File: config.mk
export PLATFORM = sky130hd
export DESIGN_NAME = lmat_out
export DESIGN_NICKNAME = d
export VERILOG_FILES = /design/src/rtl/core/lmat_pkg.sv /design/src/rtl/core/lmat_out.sv
export SDC_FILE = /design/constraint.sdc
export NUM_CORES = 1
export LEC_CHECK = 0
export BUFFER_PORTS_ARGS = -buffer_cell sky130_fd_sc_hd__buf_2
export CORE_ASPECT_RATIO = 0.5
export CORE_MARGIN = 5
export CORE_UTILIZATION = 40
export CTS_CLUSTER_DIAMETER = 30
export CTS_CLUSTER_SIZE = 10
export DETAILED_ROUTE_END_ITERATION = 10
export PLACE_DENSITY_LB_ADDON = 0.08
export SKIP_LAST_GASP = 1
export SYNTH_ARGS = -nofsm -noshare
export SYNTH_HDL_FRONTEND = slang
export SYNTH_SLANG_ARGS = --single-unit
File: constraint.sdc
create_clock -name aclk -period 5.77 [get_ports aclk]
set_input_delay 0.8655 -clock aclk [delete_from_list [all_inputs] [get_ports aclk]]
set_output_delay 0.8655 -clock aclk [all_outputs]
set_load 0.005 [all_outputs]
File: src/rtl/core/lmat_pkg.sv
package lmat_pkg;

    // result pipeline from input transaction to fifo push
    localparam int LAT = 6;

    // result fifo, one entry per input transaction that yields results
    localparam int FIFO_DEPTH = 16;
    localparam int FIFO_AW    = $clog2(FIFO_DEPTH);
    localparam int LEVEL_W    = FIFO_AW + 1;
    localparam int INFL_W     = $clog2(LAT + 1);
    localparam int CLAIM_W    = LEVEL_W + 1;

    // configuration port
    localparam int CFG_AW = 2;
    localparam int CFG_DW = 13;
    localparam logic [CFG_AW-1:0] REG_IMAGE_WIDTH     = 2'd0;
    localparam logic [CFG_AW-1:0] REG_IMAGE_HEIGHT    = 2'd1;
    localparam logic [CFG_AW-1:0] REG_CONTRAST_OFFSET = 2'd2;

    localparam int RST_IMAGE_WIDTH     = 640;
    localparam int RST_IMAGE_HEIGHT    = 480;
    localparam int RST_CONTRAST_OFFSET = 65;
    localparam int MIN_SIZE            = 3;

    // reciprocal multipliers: x/9 = (x*3641)>>15 for x < 32768,
    // x/3 = (x*43691)>>17 for x < 131072
    localparam logic [23:0] DIV9_MUL = 24'd3641;
    localparam logic [26:0] DIV3_MUL = 27'd43691;

    typedef struct packed {
        logic [7:0] red;
        logic [7:0] green;
        logic [7:0] blue;
    } in_item_t;

    typedef struct packed {
        logic [11:0] out_row;
        logic [10:0] out_col;
        logic [7:0]  out_red;
        logic [7:0]  out_green;
        logic [7:0]  out_blue;
        logic        is_decision;
        logic        last;
    } result_t;

    // per-channel sum of one window column
    typedef struct packed {
        logic [9:0] red;
        logic [9:0] green;
        logic [9:0] blue;
    } col_sum_t;

    typedef struct packed {
        col_sum_t left;
        col_sum_t mid_col;
        col_sum_t right;
        in_item_t ctr_px;
    } window_t;

    typedef struct packed {
        logic [11:0] row;
        logic [10:0] col;
        in_item_t    px;
        logic        has_dec;
        logic        has_bdr;
        logic        white;
    } entry_t;

    function automatic logic [7:0] div9(input logic [11:0] x);
        logic [23:0] p;
        p = 24'(x) * DIV9_MUL;
        return p[22:15];
    endfunction

    function automatic logic [7:0] div3(input logic [9:0] x);
        logic [26:0] p;
        p = 27'(x) * DIV3_MUL;
        return p[24:17];
    endfunction

endpackage

File: src/rtl/core/lmat_out.sv
module lmat_out import lmat_pkg::*; (
    input  logic               aclk,
    input  logic               aresetn,
    input  logic               push,
    input  entry_t             push_entry,
    output logic [LEVEL_W-1:0] level,
    output logic               m_valid,
    input  logic               m_ready,
    output result_t            m_data
);

    entry_t fifo_mem [FIFO_DEPTH];

    logic [FIFO_AW-1:0] wr_ptr_reg, rd_ptr_reg;
    logic [LEVEL_W-1:0] level_reg, level_next;
    logic               phase_reg, phase_next;
    logic               m_valid_reg;
    result_t            m_data_reg, m_data_next;

    entry_t head;
    logic   load;
    logic   dec_first;
    logic   pop;

    assign head      = fifo_mem[rd_ptr_reg];
    assign load      = (level_reg != '0) && (!m_valid_reg || m_ready);
    assign dec_first = head.has_dec && !phase_reg;
    assign pop       = load && !(dec_first && head.has_bdr);

    always_comb begin
        phase_next = phase_reg;
        if (dec_first) begin
            m_data_next.out_row     = head.row - 12'd1;
            m_data_next.out_col     = head.col - 11'd1;
            m_data_next.out_red     = head.white ? 8'hFF : 8'h00;
            m_data_next.out_green   = head.white ? 8'hFF : 8'h00;
            m_data_next.out_blue    = head.white ? 8'hFF : 8'h00;
            m_data_next.is_decision = 1'b1;
            m_data_next.last        = !head.has_bdr;
        end else begin
            m_data_next.out_row     = head.row;
            m_data_next.out_col     = head.col;
            m_data_next.out_red     = head.px.red;
            m_data_next.out_green   = head.px.green;
            m_data_next.out_blue    = head.px.blue;
            m_data_next.is_decision = 1'b0;
            m_data_next.last        = 1'b1;
        end
        if (load) begin
            phase_next = !pop;
        end
    end

    always_comb begin
        level_next = level_reg;
        if (push && !pop) begin
            level_next = level_reg + LEVEL_W'(1);
        end else if (!push && pop) begin
            level_next = level_reg - LEVEL_W'(1);
        end
    end

    always_ff @(posedge aclk) begin
        if (push) begin
            fifo_mem[wr_ptr_reg] <= push_entry;
        end
        if (load) begin
            m_data_reg <= m_data_next;
        end
    end

    always_ff @(posedge aclk) begin
        if (!aresetn) begin
            wr_ptr_reg  <= '0;
            rd_ptr_reg  <= '0;
            level_reg   <= '0;
            phase_reg   <= 1'b0;
            m_valid_reg <= 1'b0;
        end else begin
            if (push) begin
                wr_ptr_reg <= wr_ptr_reg + FIFO_AW'(1);
            end
            if (pop) begin
                rd_ptr_reg <= rd_ptr_reg + FIFO_AW'(1);
            end
            level_reg <= level_next;
            phase_reg <= phase_next;
            if (load) begin
                m_valid_reg <= 1'b1;
            end else if (m_ready) begin
                m_valid_reg <= 1'b0;
            end
        end
    end

    assign level   = level_reg;
    assign m_valid = m_valid_reg;
    assign m_data  = m_data_reg;

`ifndef SYNTHESIS
    a_no_overflow: assert property (@(posedge aclk) disable iff (!aresetn)
        push |-> (level_reg < LEVEL_W'(FIFO_DEPTH)))
        else $error("result fifo written while full");

    a_phase_pair: assert property (@(posedge aclk) disable iff (!aresetn)
        phase_reg |-> ((level_reg != '0) && head.has_dec && head.has_bdr))
        else $error("second half pending on an entry without two results");
`endif

endmodule

==> impl_metrics.toml <==
[status]
status = "finished, final reports clean"

[clock_network]
cts_root_buf = "clkbuf_16"
clk_pin_slew_ns = 0.05
cts_resized = 0
cts_hold_buf = 0
clock-sinks = 868
clkLatencyLatePin_ns = 0.69
htreeDepth = 4
cts_setup_buffers = 0
cts_tree = "done"
clock_path_buffers = 3
cts_buffers = 135

[pwr]
p_per_area_nw_per_um2 = 466
p_sw_mw = 4.66
power_frac_seq_pct = 41.1
power_frac_clock_pct = 43.0
swShare_pct = 25.2
vdd_drop_max_v = 0.000280
p_int_mw = 13.8
p_leak_nw = 12.7
combPwrFrac_pct = 15.9

[floorplan]
ioPinCount = 109
die_area_sq_um = 89500
die_w_um = 418
core_area_sq_um = 82000
fp.dieH_um = 214
start_util_pct = 40.6
num_rows = 74

[critical_path]
crit_arrival_ns = 4.43
worstPathMaxFanout = 52
rr_worst_depth = 8
crit_required_ns = 6.16
cp-end-kind = "flop"
critPathKind = "reg -> reg"
worstSetupStartpointType = "flop"

[finish]
fillCellCount = 6733
largest_reg_flops = 800
final_cell_mix = "edfxtp_1, mux4_2, clkbuf_16, buf_2, nand2_1"
area_growth_pct = 19.1
final_util_pct = 48.3
num-nets-final = 1712
final_common_cell = "edfxtp_1"
drive_gt1_share_pct = 35.2

[synthesis]
yosysUniqueCellTypes = 53
ys_ff_latch = 868
ys_async_sr_fraction_pct = 0
syn_nets = 1504
syn_area_sq_um = 33300
synth_edf_count = 849
syn_area_per_cell_sq_um = 23.2
synth_cells = 1438
synth_ff_type = "edfxtp_1"
yosys_warnings = 0
ys_seq_area_share_pct = 77.7

[sta]
rsz0062_at_grt = "no"
final.setup.tns_ns = 0
post-route-period-util_pct = 70.1
relSlewSlack_pct = 32.0
fin_crit_ns = 4.04
tightest_slew_ns = 1.02
drv_slew = 0
fin_skew_ns = 0.0281
max_freq_mhz = 247
setup_viol = 0
hold_violations = 0

[global_route]
grt.overflow.total = 0
grt_max_degree = 101
grt_pass1_vias = 17000
grtUsageTotal_pct = 19.1
grt_pass1_wl_um = 122000
grt_antenna_before_repair = 5

[hold_path]
holdPathStages = 2
hp-class = "reg -> reg"

[placed_design]
gp_congestion = 0.725
numPortBuffers = 108
dp_hpwl_um = 42400

[detailed_routing]
drt-initial-drc-count = 1460
first_pass_iters = 5
wire_per_inst_um = 29.6
vias = 15700
ant_nets = 0
routed_wirelength_um = 84400
viasPerCell = 5.48
drc = 0

[run]
maxCapViolations = 0
==> worst max-delay path: stages (launching register included) <==
cell and delay, ns:
dfxtp_4 0.88, buf_4 0.67, nor2_1 0.29, buf_4 0.30, a22o_1 0.25, a221oi_2 0.38
nand3_1 0.16, nor4_2 0.59, xor2_1 0.16
==> cell families (layout without fill, tap and decap cells) <==
logic type | Yosys count | after routing | share of synthesized area, %
DFF | 868 | 868 | 77.7
muxes | 242 | 242 | 16.0
and+or+nand+nor | 158 | 158 | 2.58
buffers and inverters | 78 | 389 | 1.20
AOI/OAI and AO/OA | 52 | 52 | 1.30
xor gates and xnor gates | 28 | 28 | 0.737
adders and majority gates | 12 | 12 | 0.474
other | 0 | 3 | 0
==> per-layer routing <==
| layer | vias up | routed length (um) | GRT usage (%) | part of all wire (%) |
|---|---|---|---|---|
| met3 | 120 | 4430 | 3.79 | 5.2 |
| li1 | 6556 | - | - | - |
| met1 | 8498 | 36400 | 26.2 | 43 |
| met4 | 0 | 1470 | 4.86 | 1.7 |
| met2 | 478 | 42000 | 31.5 | 50 |
| met5 | - | 0 | 0 | 0 |
==> power groups by stage <==
stage,clock (mW),sequential [mW],combinational [mW]
3_3_place_gp,0,7.72,2.96
4_1_cts,8.08,7.61,3.02
2_1_floorplan,0,7.60,2.10
6_report,7.95,7.59,2.95
3_5_place_dp,0,7.73,3.01
5_1_grt,8.42,7.63,3.20
==> per-stage QoR <==
step                worst slack, ns  area [sq um]  instances  power [mW]  hold slack [ns]
CTS                            1.64         39600       2851        18.7            0.454
global route                   1.33         39600       2851        19.2            0.514
detailed placement             1.66         35200       2611        10.7            0.480
floorplan                      1.45         33300       1438        9.70            0.449
finish                         1.73         39700       2854        18.5            0.494
global placement               1.66         35200       2611        10.7            0.456
==> worst paths after layout <==
check	from	to	slack, ns
setup reg to reg	flop	m_data[48]	1.73
hold / removal	rd_ptr_reg[3]	flop	0.49
hold reg to reg	rd_ptr_reg[3]	flop	0.49
setup / recovery	flop	m_data[48]	1.73
==> cell usage after synthesis, types with 6 or more instances <==
master | count | area (sq um)
and2_1 | 24 | 150
nor2_1 | 14 | 52.6
mux4_2 | 232 | 5230
buf_2 | 22 | 110
edfxtp_1 | 849 | 25500
clkbuf_1 | 30 | 113
inv_1 | 8 | 30.0
dfxtp_1 | 19 | 380
ha_1 | 11 | 138
nand3_1 | 32 | 160
a22oi_1 | 14 | 105
nand2_1 | 47 | 176
mux2i_1 | 9 | 90.1
xnor2_1 | 23 | 201
a22o_1 | 14 | 123
buf_1 | 6 | 22.5
buf_6 | 7 | 78.8
==> area by class of cell <==
| type | instances | area (sq um) | share of cell area [%] |
|---|---|---|---|
| diodes | 3 | 7.51 | 0.0189 |
| clock buffers | 162 | 3650 | 9.20 |
| clock inverters | 78 | 807 | 2.04 |
| inverters | 8 | 30.0 | 0.0757 |
| multi-input cells | 492 | 7080 | 17.9 |
| flip-flops and latches | 868 | 25900 | 65.3 |
| well taps | 1102 | 1380 | 3.48 |
| repair buffers | 141 | 813 | 2.05 |
Note: power is estimated with default switching activity, not from simulation.
