$ cat src/rtl/core/lmat_pkg.sv
package lmat_pkg;

    // result pipeline from input transaction to fifo push
    localparam int LAT = 6;

    // result fifo, one entry per input transaction that yields results
    localparam int FIFO_DEPTH = 16;
    localparam int FIFO_AW    = $clog2(FIFO_DEPTH);
    localparam int LEVEL_W    = FIFO_AW + 1;
    localparam int INFL_W     = $clog2(LAT + 1);
    localparam int CLAIM_W    = LEVEL_W + 1;

    // configuration port
    localparam int CFG_AW = 2;
    localparam int CFG_DW = 13;
    localparam logic [CFG_AW-1:0] REG_IMAGE_WIDTH     = 2'd0;
    localparam logic [CFG_AW-1:0] REG_IMAGE_HEIGHT    = 2'd1;
    localparam logic [CFG_AW-1:0] REG_CONTRAST_OFFSET = 2'd2;

    localparam int RST_IMAGE_WIDTH     = 640;
    localparam int RST_IMAGE_HEIGHT    = 480;
    localparam int RST_CONTRAST_OFFSET = 65;
    localparam int MIN_SIZE            = 3;

    // reciprocal multipliers: x/9 = (x*3641)>>15 for x < 32768,
    // x/3 = (x*43691)>>17 for x < 131072
    localparam logic [23:0] DIV9_MUL = 24'd3641;
    localparam logic [26:0] DIV3_MUL = 27'd43691;

    typedef struct packed {
        logic [7:0] red;
        logic [7:0] green;
        logic [7:0] blue;
    } in_item_t;

    typedef struct packed {
        logic [11:0] out_row;
        logic [10:0] out_col;
        logic [7:0]  out_red;
        logic [7:0]  out_green;
        logic [7:0]  out_blue;
        logic        is_decision;
        logic        last;
    } result_t;

    // per-channel sum of one window column
    typedef struct packed {
        logic [9:0] red;
        logic [9:0] green;
        logic [9:0] blue;
    } col_sum_t;

    typedef struct packed {
        col_sum_t left;
        col_sum_t mid_col;
        col_sum_t right;
        in_item_t ctr_px;
    } window_t;

    typedef struct packed {
        logic [11:0] row;
        logic [10:0] col;
        in_item_t    px;
        logic        has_dec;
        logic        has_bdr;
        logic        white;
    } entry_t;

    function automatic logic [7:0] div9(input logic [11:0] x);
        logic [23:0] p;
        p = 24'(x) * DIV9_MUL;
        return p[22:15];
    endfunction

    function automatic logic [7:0] div3(input logic [9:0] x);
        logic [26:0] p;
        p = 27'(x) * DIV3_MUL;
        return p[24:17];
    endfunction

endpackage

$ cat src/rtl/core/lmat_decide.sv
module lmat_decide import lmat_pkg::*; (
    input  logic       aclk,
    input  window_t    win,
    input  logic [7:0] offset,
    output logic       white
);

    logic [11:0] tot_r_reg, tot_g_reg, tot_b_reg;
    logic [9:0]  ctr_sum_reg;
    logic [7:0]  avg_r_reg, avg_g_reg, avg_b_reg;
    logic [7:0]  ctr_b_reg;
    logic [9:0]  mean_sum_reg;
    logic [7:0]  ctr_c_reg;
    logic        white_reg;
    logic [7:0]  mean;

    assign mean = div3(mean_sum_reg);

    always_ff @(posedge aclk) begin
        // 3x3 channel sums and center brightness sum
        tot_r_reg   <= 12'(win.left.red) + 12'(win.mid_col.red) + 12'(win.right.red);
        tot_g_reg   <= 12'(win.left.green) + 12'(win.mid_col.green)
                       + 12'(win.right.green);
        tot_b_reg   <= 12'(win.left.blue) + 12'(win.mid_col.blue) + 12'(win.right.blue);
        ctr_sum_reg <= 10'(win.ctr_px.red) + 10'(win.ctr_px.green)
                       + 10'(win.ctr_px.blue);
        // channel averages
        avg_r_reg   <= div9(tot_r_reg);
        avg_g_reg   <= div9(tot_g_reg);
        avg_b_reg   <= div9(tot_b_reg);
        ctr_b_reg   <= div3(ctr_sum_reg);
        // local mean numerator
        mean_sum_reg <= 10'(avg_r_reg) + 10'(avg_g_reg) + 10'(avg_b_reg);
        ctr_c_reg    <= ctr_b_reg;
        // center - mean > offset
        white_reg <= {1'b0, ctr_c_reg} > ({1'b0, mean} + {1'b0, offset});
    end

    assign white = white_reg;

endmodule

$ cat config.mk
export PLATFORM = sky130hd
export DESIGN_NAME = lmat_decide
export DESIGN_NICKNAME = d
export VERILOG_FILES = /design/src/rtl/core/lmat_pkg.sv /design/src/rtl/core/lmat_decide.sv
export SDC_FILE = /design/constraint.sdc
export NUM_CORES = 1
export LEC_CHECK = 0
export BUFFER_PORTS_ARGS = -buffer_cell sky130_fd_sc_hd__buf_2
export CORE_MARGIN = 2
export CORE_UTILIZATION = 55
export CTS_BUF_LIST = sky130_fd_sc_hd__clkbuf_8
export DETAILED_ROUTE_END_ITERATION = 16
export PLACE_DENSITY = 0.74
export SYNTH_ARGS = -nofsm -noshare
export SYNTH_HDL_FRONTEND = slang
export SYNTH_SLANG_ARGS = --single-unit
$ cat constraint.sdc
create_clock -name aclk -period 7.1 [get_ports aclk]
set_input_delay 1.065 -clock aclk [delete_from_list [all_inputs] [get_ports aclk]]
set_output_delay 1.065 -clock aclk [all_outputs]
set_load 0.1 [all_outputs]
==> results_tabular.tex <==
\begin{tabular}{lr}
\hline
Metric & Value \\
\hline
\multicolumn{2}{l}{\textbf{Layout}} \\
\quad Layout overhead on the synthesized area & 8.843\% \\
\quad \# fillers & 2154 \\
\quad Layout cells sized above 1 & 10.48\% \\
\quad Non-filler cells in the finished layout & 1861 \\
\quad Count of nets after finishing & 2228 \\
\quad Ant. Diodes & 0 \\
\quad Area used by multi-input combinational logic & 11630 um2 \\
\quad Storage element area & 1946 um2 \\
\multicolumn{2}{l}{\textbf{Yosys}} \\
\quad Simple-Gate Fraction of Synth Area & 5.424\% \\
\quad Most used flip-flop cell after synthesis & dfxtp\_1 \\
\quad Combined area of all synthesized cells & 14600 um2 \\
\quad Seq/Total Area, Yosys & 13.30\% \\
\quad Share of synthesized area spent on multiplexers & 0.06855\% \\
\quad Post-synth EDFFs & 0 \\
\quad Compound-gate portion of the synthesized area & 8.706\% \\
\quad Adder-cell area share of the yosys netlist & 60.53\% \\
\quad Xor-xnor portion of the synthesized cell area & 4.619\% \\
\quad Yosys Warn Count & 0 \\
\quad Number of different library cells in the post-synthesis netlist & 60 \\
\quad Synth area leader & ha\_1 \\
\quad Area share of the largest cell type after synthesis & 32.56\% \\
\quad Combinational family with the most area after synthesis & adder cells \\
\quad Syn Area/Cell & 10.53 um2 \\
\quad Fraction of synthesis flops using an asynchronous set or reset pin & 0\% \\
\quad Post-Synthesis Net Count & 2093 \\
\quad Post-synthesis instance total & 1386 \\
\quad Seq cells post-synth & 97 \\
\quad Biggest area contributors in the synthesized netlist & ha\_1, fa\_1, dfxtp\_1 \\
\multicolumn{2}{l}{\textbf{Clocking}} \\
\quad Clock tree from TritonCTS & yes \\
\quad Worst-Skew Late Latency & 0.40 ns \\
\quad H-tree depth & 3 \\
\quad Clock buffer count from CTS & 9 \\
\quad Clock sink count & 97 \\
\quad Cell at the root of the clock tree & clkbuf\_8 \\
\quad Clk slew on worst S/H paths & 0.11 ns \\
\quad Maximum buffer depth of the clock tree & 2 \\
\quad \# hold bufs at CTS & 0 \\
\multicolumn{2}{l}{\textbf{Setup path}} \\
\quad Slowest CP cell & fa\_2 \\
\quad Family of cells with the greatest summed delay on the critical path & adder cells \\
\quad Kind of end point of the critical path & flip-flop \\
\quad Critical path fanouts, max & 4 \\
\quad Origin of the critical flop-to-flop path & mean\_sum\_reg[4] \\
\quad Crit path from & mean\_sum\_reg[4] \\
\quad Buffering stage count on the worst path with inverters included & 3 \\
\quad CP dominant cell by count & a21o\_1 \\
\quad Longest individual stage delay on the worst path & 0.59 ns \\
\quad Type of origin of the critical path & flip-flop \\
\quad CP Class & reg -> reg \\
\quad Arrival time of data at the critical path endpoint & 6.93 ns \\
\quad CP required & 7.38 ns \\
\multicolumn{2}{l}{\textbf{Drt}} \\
\quad Routed via count divided by cell count & 5.184 \\
\quad Number of routed nets with antenna violations & 0 \\
\quad Residual DRC count & 0 \\
\quad Routed len/inst & 13.23 um \\
\quad DRC marker count from the first detailed-route iteration & 249 \\
\quad Router iterations before antenna repair & 4 \\
\quad Final wirelength & 24.63 mm \\
\quad Total number of vias & 9647 \\
\multicolumn{2}{l}{\textbf{Job}} \\
\quad Max capacitance violation total & 0 \\
\multicolumn{2}{l}{\textbf{GRT}} \\
\quad Via count of the first global-routing pass & 10300 \\
\quad Overflow left after global routing & 0 \\
\quad Maximum number of pins on one net before global-route repair & 21 \\
\quad All-layer global routing usage & 18.94\% \\
\quad Number of antenna violations at the first check in global routing & 0 \\
\quad Wire length of the first global-routing pass & 44.38 mm \\
\multicolumn{2}{l}{\textbf{Timing}} \\
\quad Final min period & 6.653 ns \\
\quad Highest clock rate & 150.3 MHz \\
\quad Final number of hold-violating endpoints & 0 \\
\quad Max-slew headroom at the worst pin & 64.76\% \\
\quad Max-slew violation total from the final report & 0 \\
\quad Final clock period utilization by the worst path & 93.71\% \\
\quad Final Setup Violations & 0 \\
\quad Setup clock skew after layout & 0.01710 ns \\
\quad Actual transition at the worst max-transition pin & 0.5254 ns \\
\multicolumn{2}{l}{\textbf{Die}} \\
\quad Die span in y & 166.9 um \\
\quad Horizontal die dimension & 166.9 um \\
\quad Top Ports & 124 \\
\quad Std-Cell Core Area & 26060 um2 \\
\quad Initial Utilization & 56.03\% \\
\quad Total number of placement rows & 59 \\
\quad Full die area & 27870 um2 \\
\multicolumn{2}{l}{\textbf{Placement}} \\
\quad Placed cell count & 1844 \\
\quad Port-buffer cells & 123 \\
\quad GPL Wtd Cong & 0.8550 \\
\quad Detail Placement HPWL & 22.56 mm \\
\multicolumn{2}{l}{\textbf{Worst hold path}} \\
\quad Worst Hold Class & reg -> reg \\
\quad Worst hold path startpoint & ctr\_b\_reg[5] \\
\multicolumn{2}{l}{\textbf{Run status}} \\
\quad Run status & completed \\
\hline
\end{tabular}
-- through the flow --
step | setup TNS (ns) | hold WS [ns] | util [%] | setup WS, ns | cell area, um2
CTS | 0 | 0.3351 | 60.76 | 0.2378 | 15830
finish | 0 | 0.3334 | 60.99 | 0.4466 | 15890
detailed placement | 0 | 0.3121 | 60.00 | 0.2692 | 15640
floorplan | 0 | 0.3096 | - | 0.7795 | 14600
global route | -0.01066 | 0.3433 | 60.99 | -0.01066 | 15890
global placement | 0 | 0.3108 | 60.00 | 0.4986 | 15640
-- final timing paths --
kind	to	slack, ns	cells past startpoint
max	white	0.45	27
min	ctr_c_reg[5]	0.33	0
max reg2reg	white	0.45	27
min reg2reg	ctr_c_reg[5]	0.33	0
-- area by class of cell --
cell class | count | area share (%)
Clock buffer | 9 | 0.7794
Clock inverter | 7 | 0.4645
Inverter | 286 | 6.755
Multi-Input combinational cell | 1003 | 73.20
Sequential cell | 97 | 12.24
Tap cell | 335 | 2.637
Timing Repair Buffer | 124 | 3.921
-- cells in the final DEF, fill, tap and decap left out, drive strengths merged, types with 6 or more instances in the layout --
cell    netlist  layout
ha          380     380
inv         286     293
fa          204     204
buf           0     124
dfxtp        97      97
xnor2        58      58
nor2         52      52
a21oi        50      50
o21ai        31      31
a21o         27      27
nand2        23      23
xor2         19      19
nor3         18      18
o21a         13      13
nor2b        12      12
a21boi       11      11
and3         10      10
nand3         9       9
clkbuf        0       9
o21bai        7       7
a31oi         6       6
-- Yosys cell counts, types with 3 or more instances --
| library cell | count |
|---|---|
| nand2_1 | 23 |
| inv_1 | 286 |
| a21oi_1 | 50 |
| fa_1 | 204 |
| dfxtp_1 | 97 |
| a211o_1 | 3 |
| a211oi_1 | 4 |
| a21o_1 | 27 |
| or2_2 | 4 |
| and3_1 | 10 |
| nand2b_1 | 5 |
| a31oi_1 | 6 |
| nor3b_1 | 3 |
| nor3_1 | 17 |
| o21bai_1 | 7 |
| nand4_1 | 5 |
| ha_1 | 380 |
| nor2b_1 | 12 |
| and4_1 | 3 |
| nor2_1 | 52 |
| o21a_1 | 12 |
| xnor2_1 | 58 |
| and2_1 | 5 |
| a2111oi_0 | 3 |
| o311ai_0 | 5 |
| a21boi_0 | 10 |
| o21ai_0 | 29 |
| xor2_1 | 19 |
| nand3_1 | 9 |
-- layer usage --
layer  GRT usage [%]  routed length [um]  vias up
met1           24.93               11500     4630
met4           4.160                 295        0
met2           33.74               12290      127
met3           1.996                 545       22
met5               0                   0        -
li1                -                   -     4868
-- logic make-up (layout without fill, tap and decap cells) --
logic type / Yosys count / after routing
simple gates: 157 / 157
mux: 1 / 1
buf+inv: 286 / 426
compound gates: 184 / 184
flops: 97 / 97
xor+xnor: 77 / 77
fa+ha+maj: 584 / 584
-- repair_timing --
action                                  in CTS  in global routing
setup buffers                                0                  1
endpoints found under the setup margin       0                  1
resized for setup                            0                 11
endpoints found under the hold margin        0                  0
Power is not shown: default switching activity piles up to over one toggle a cycle in this logic, so the estimate is an artifact.
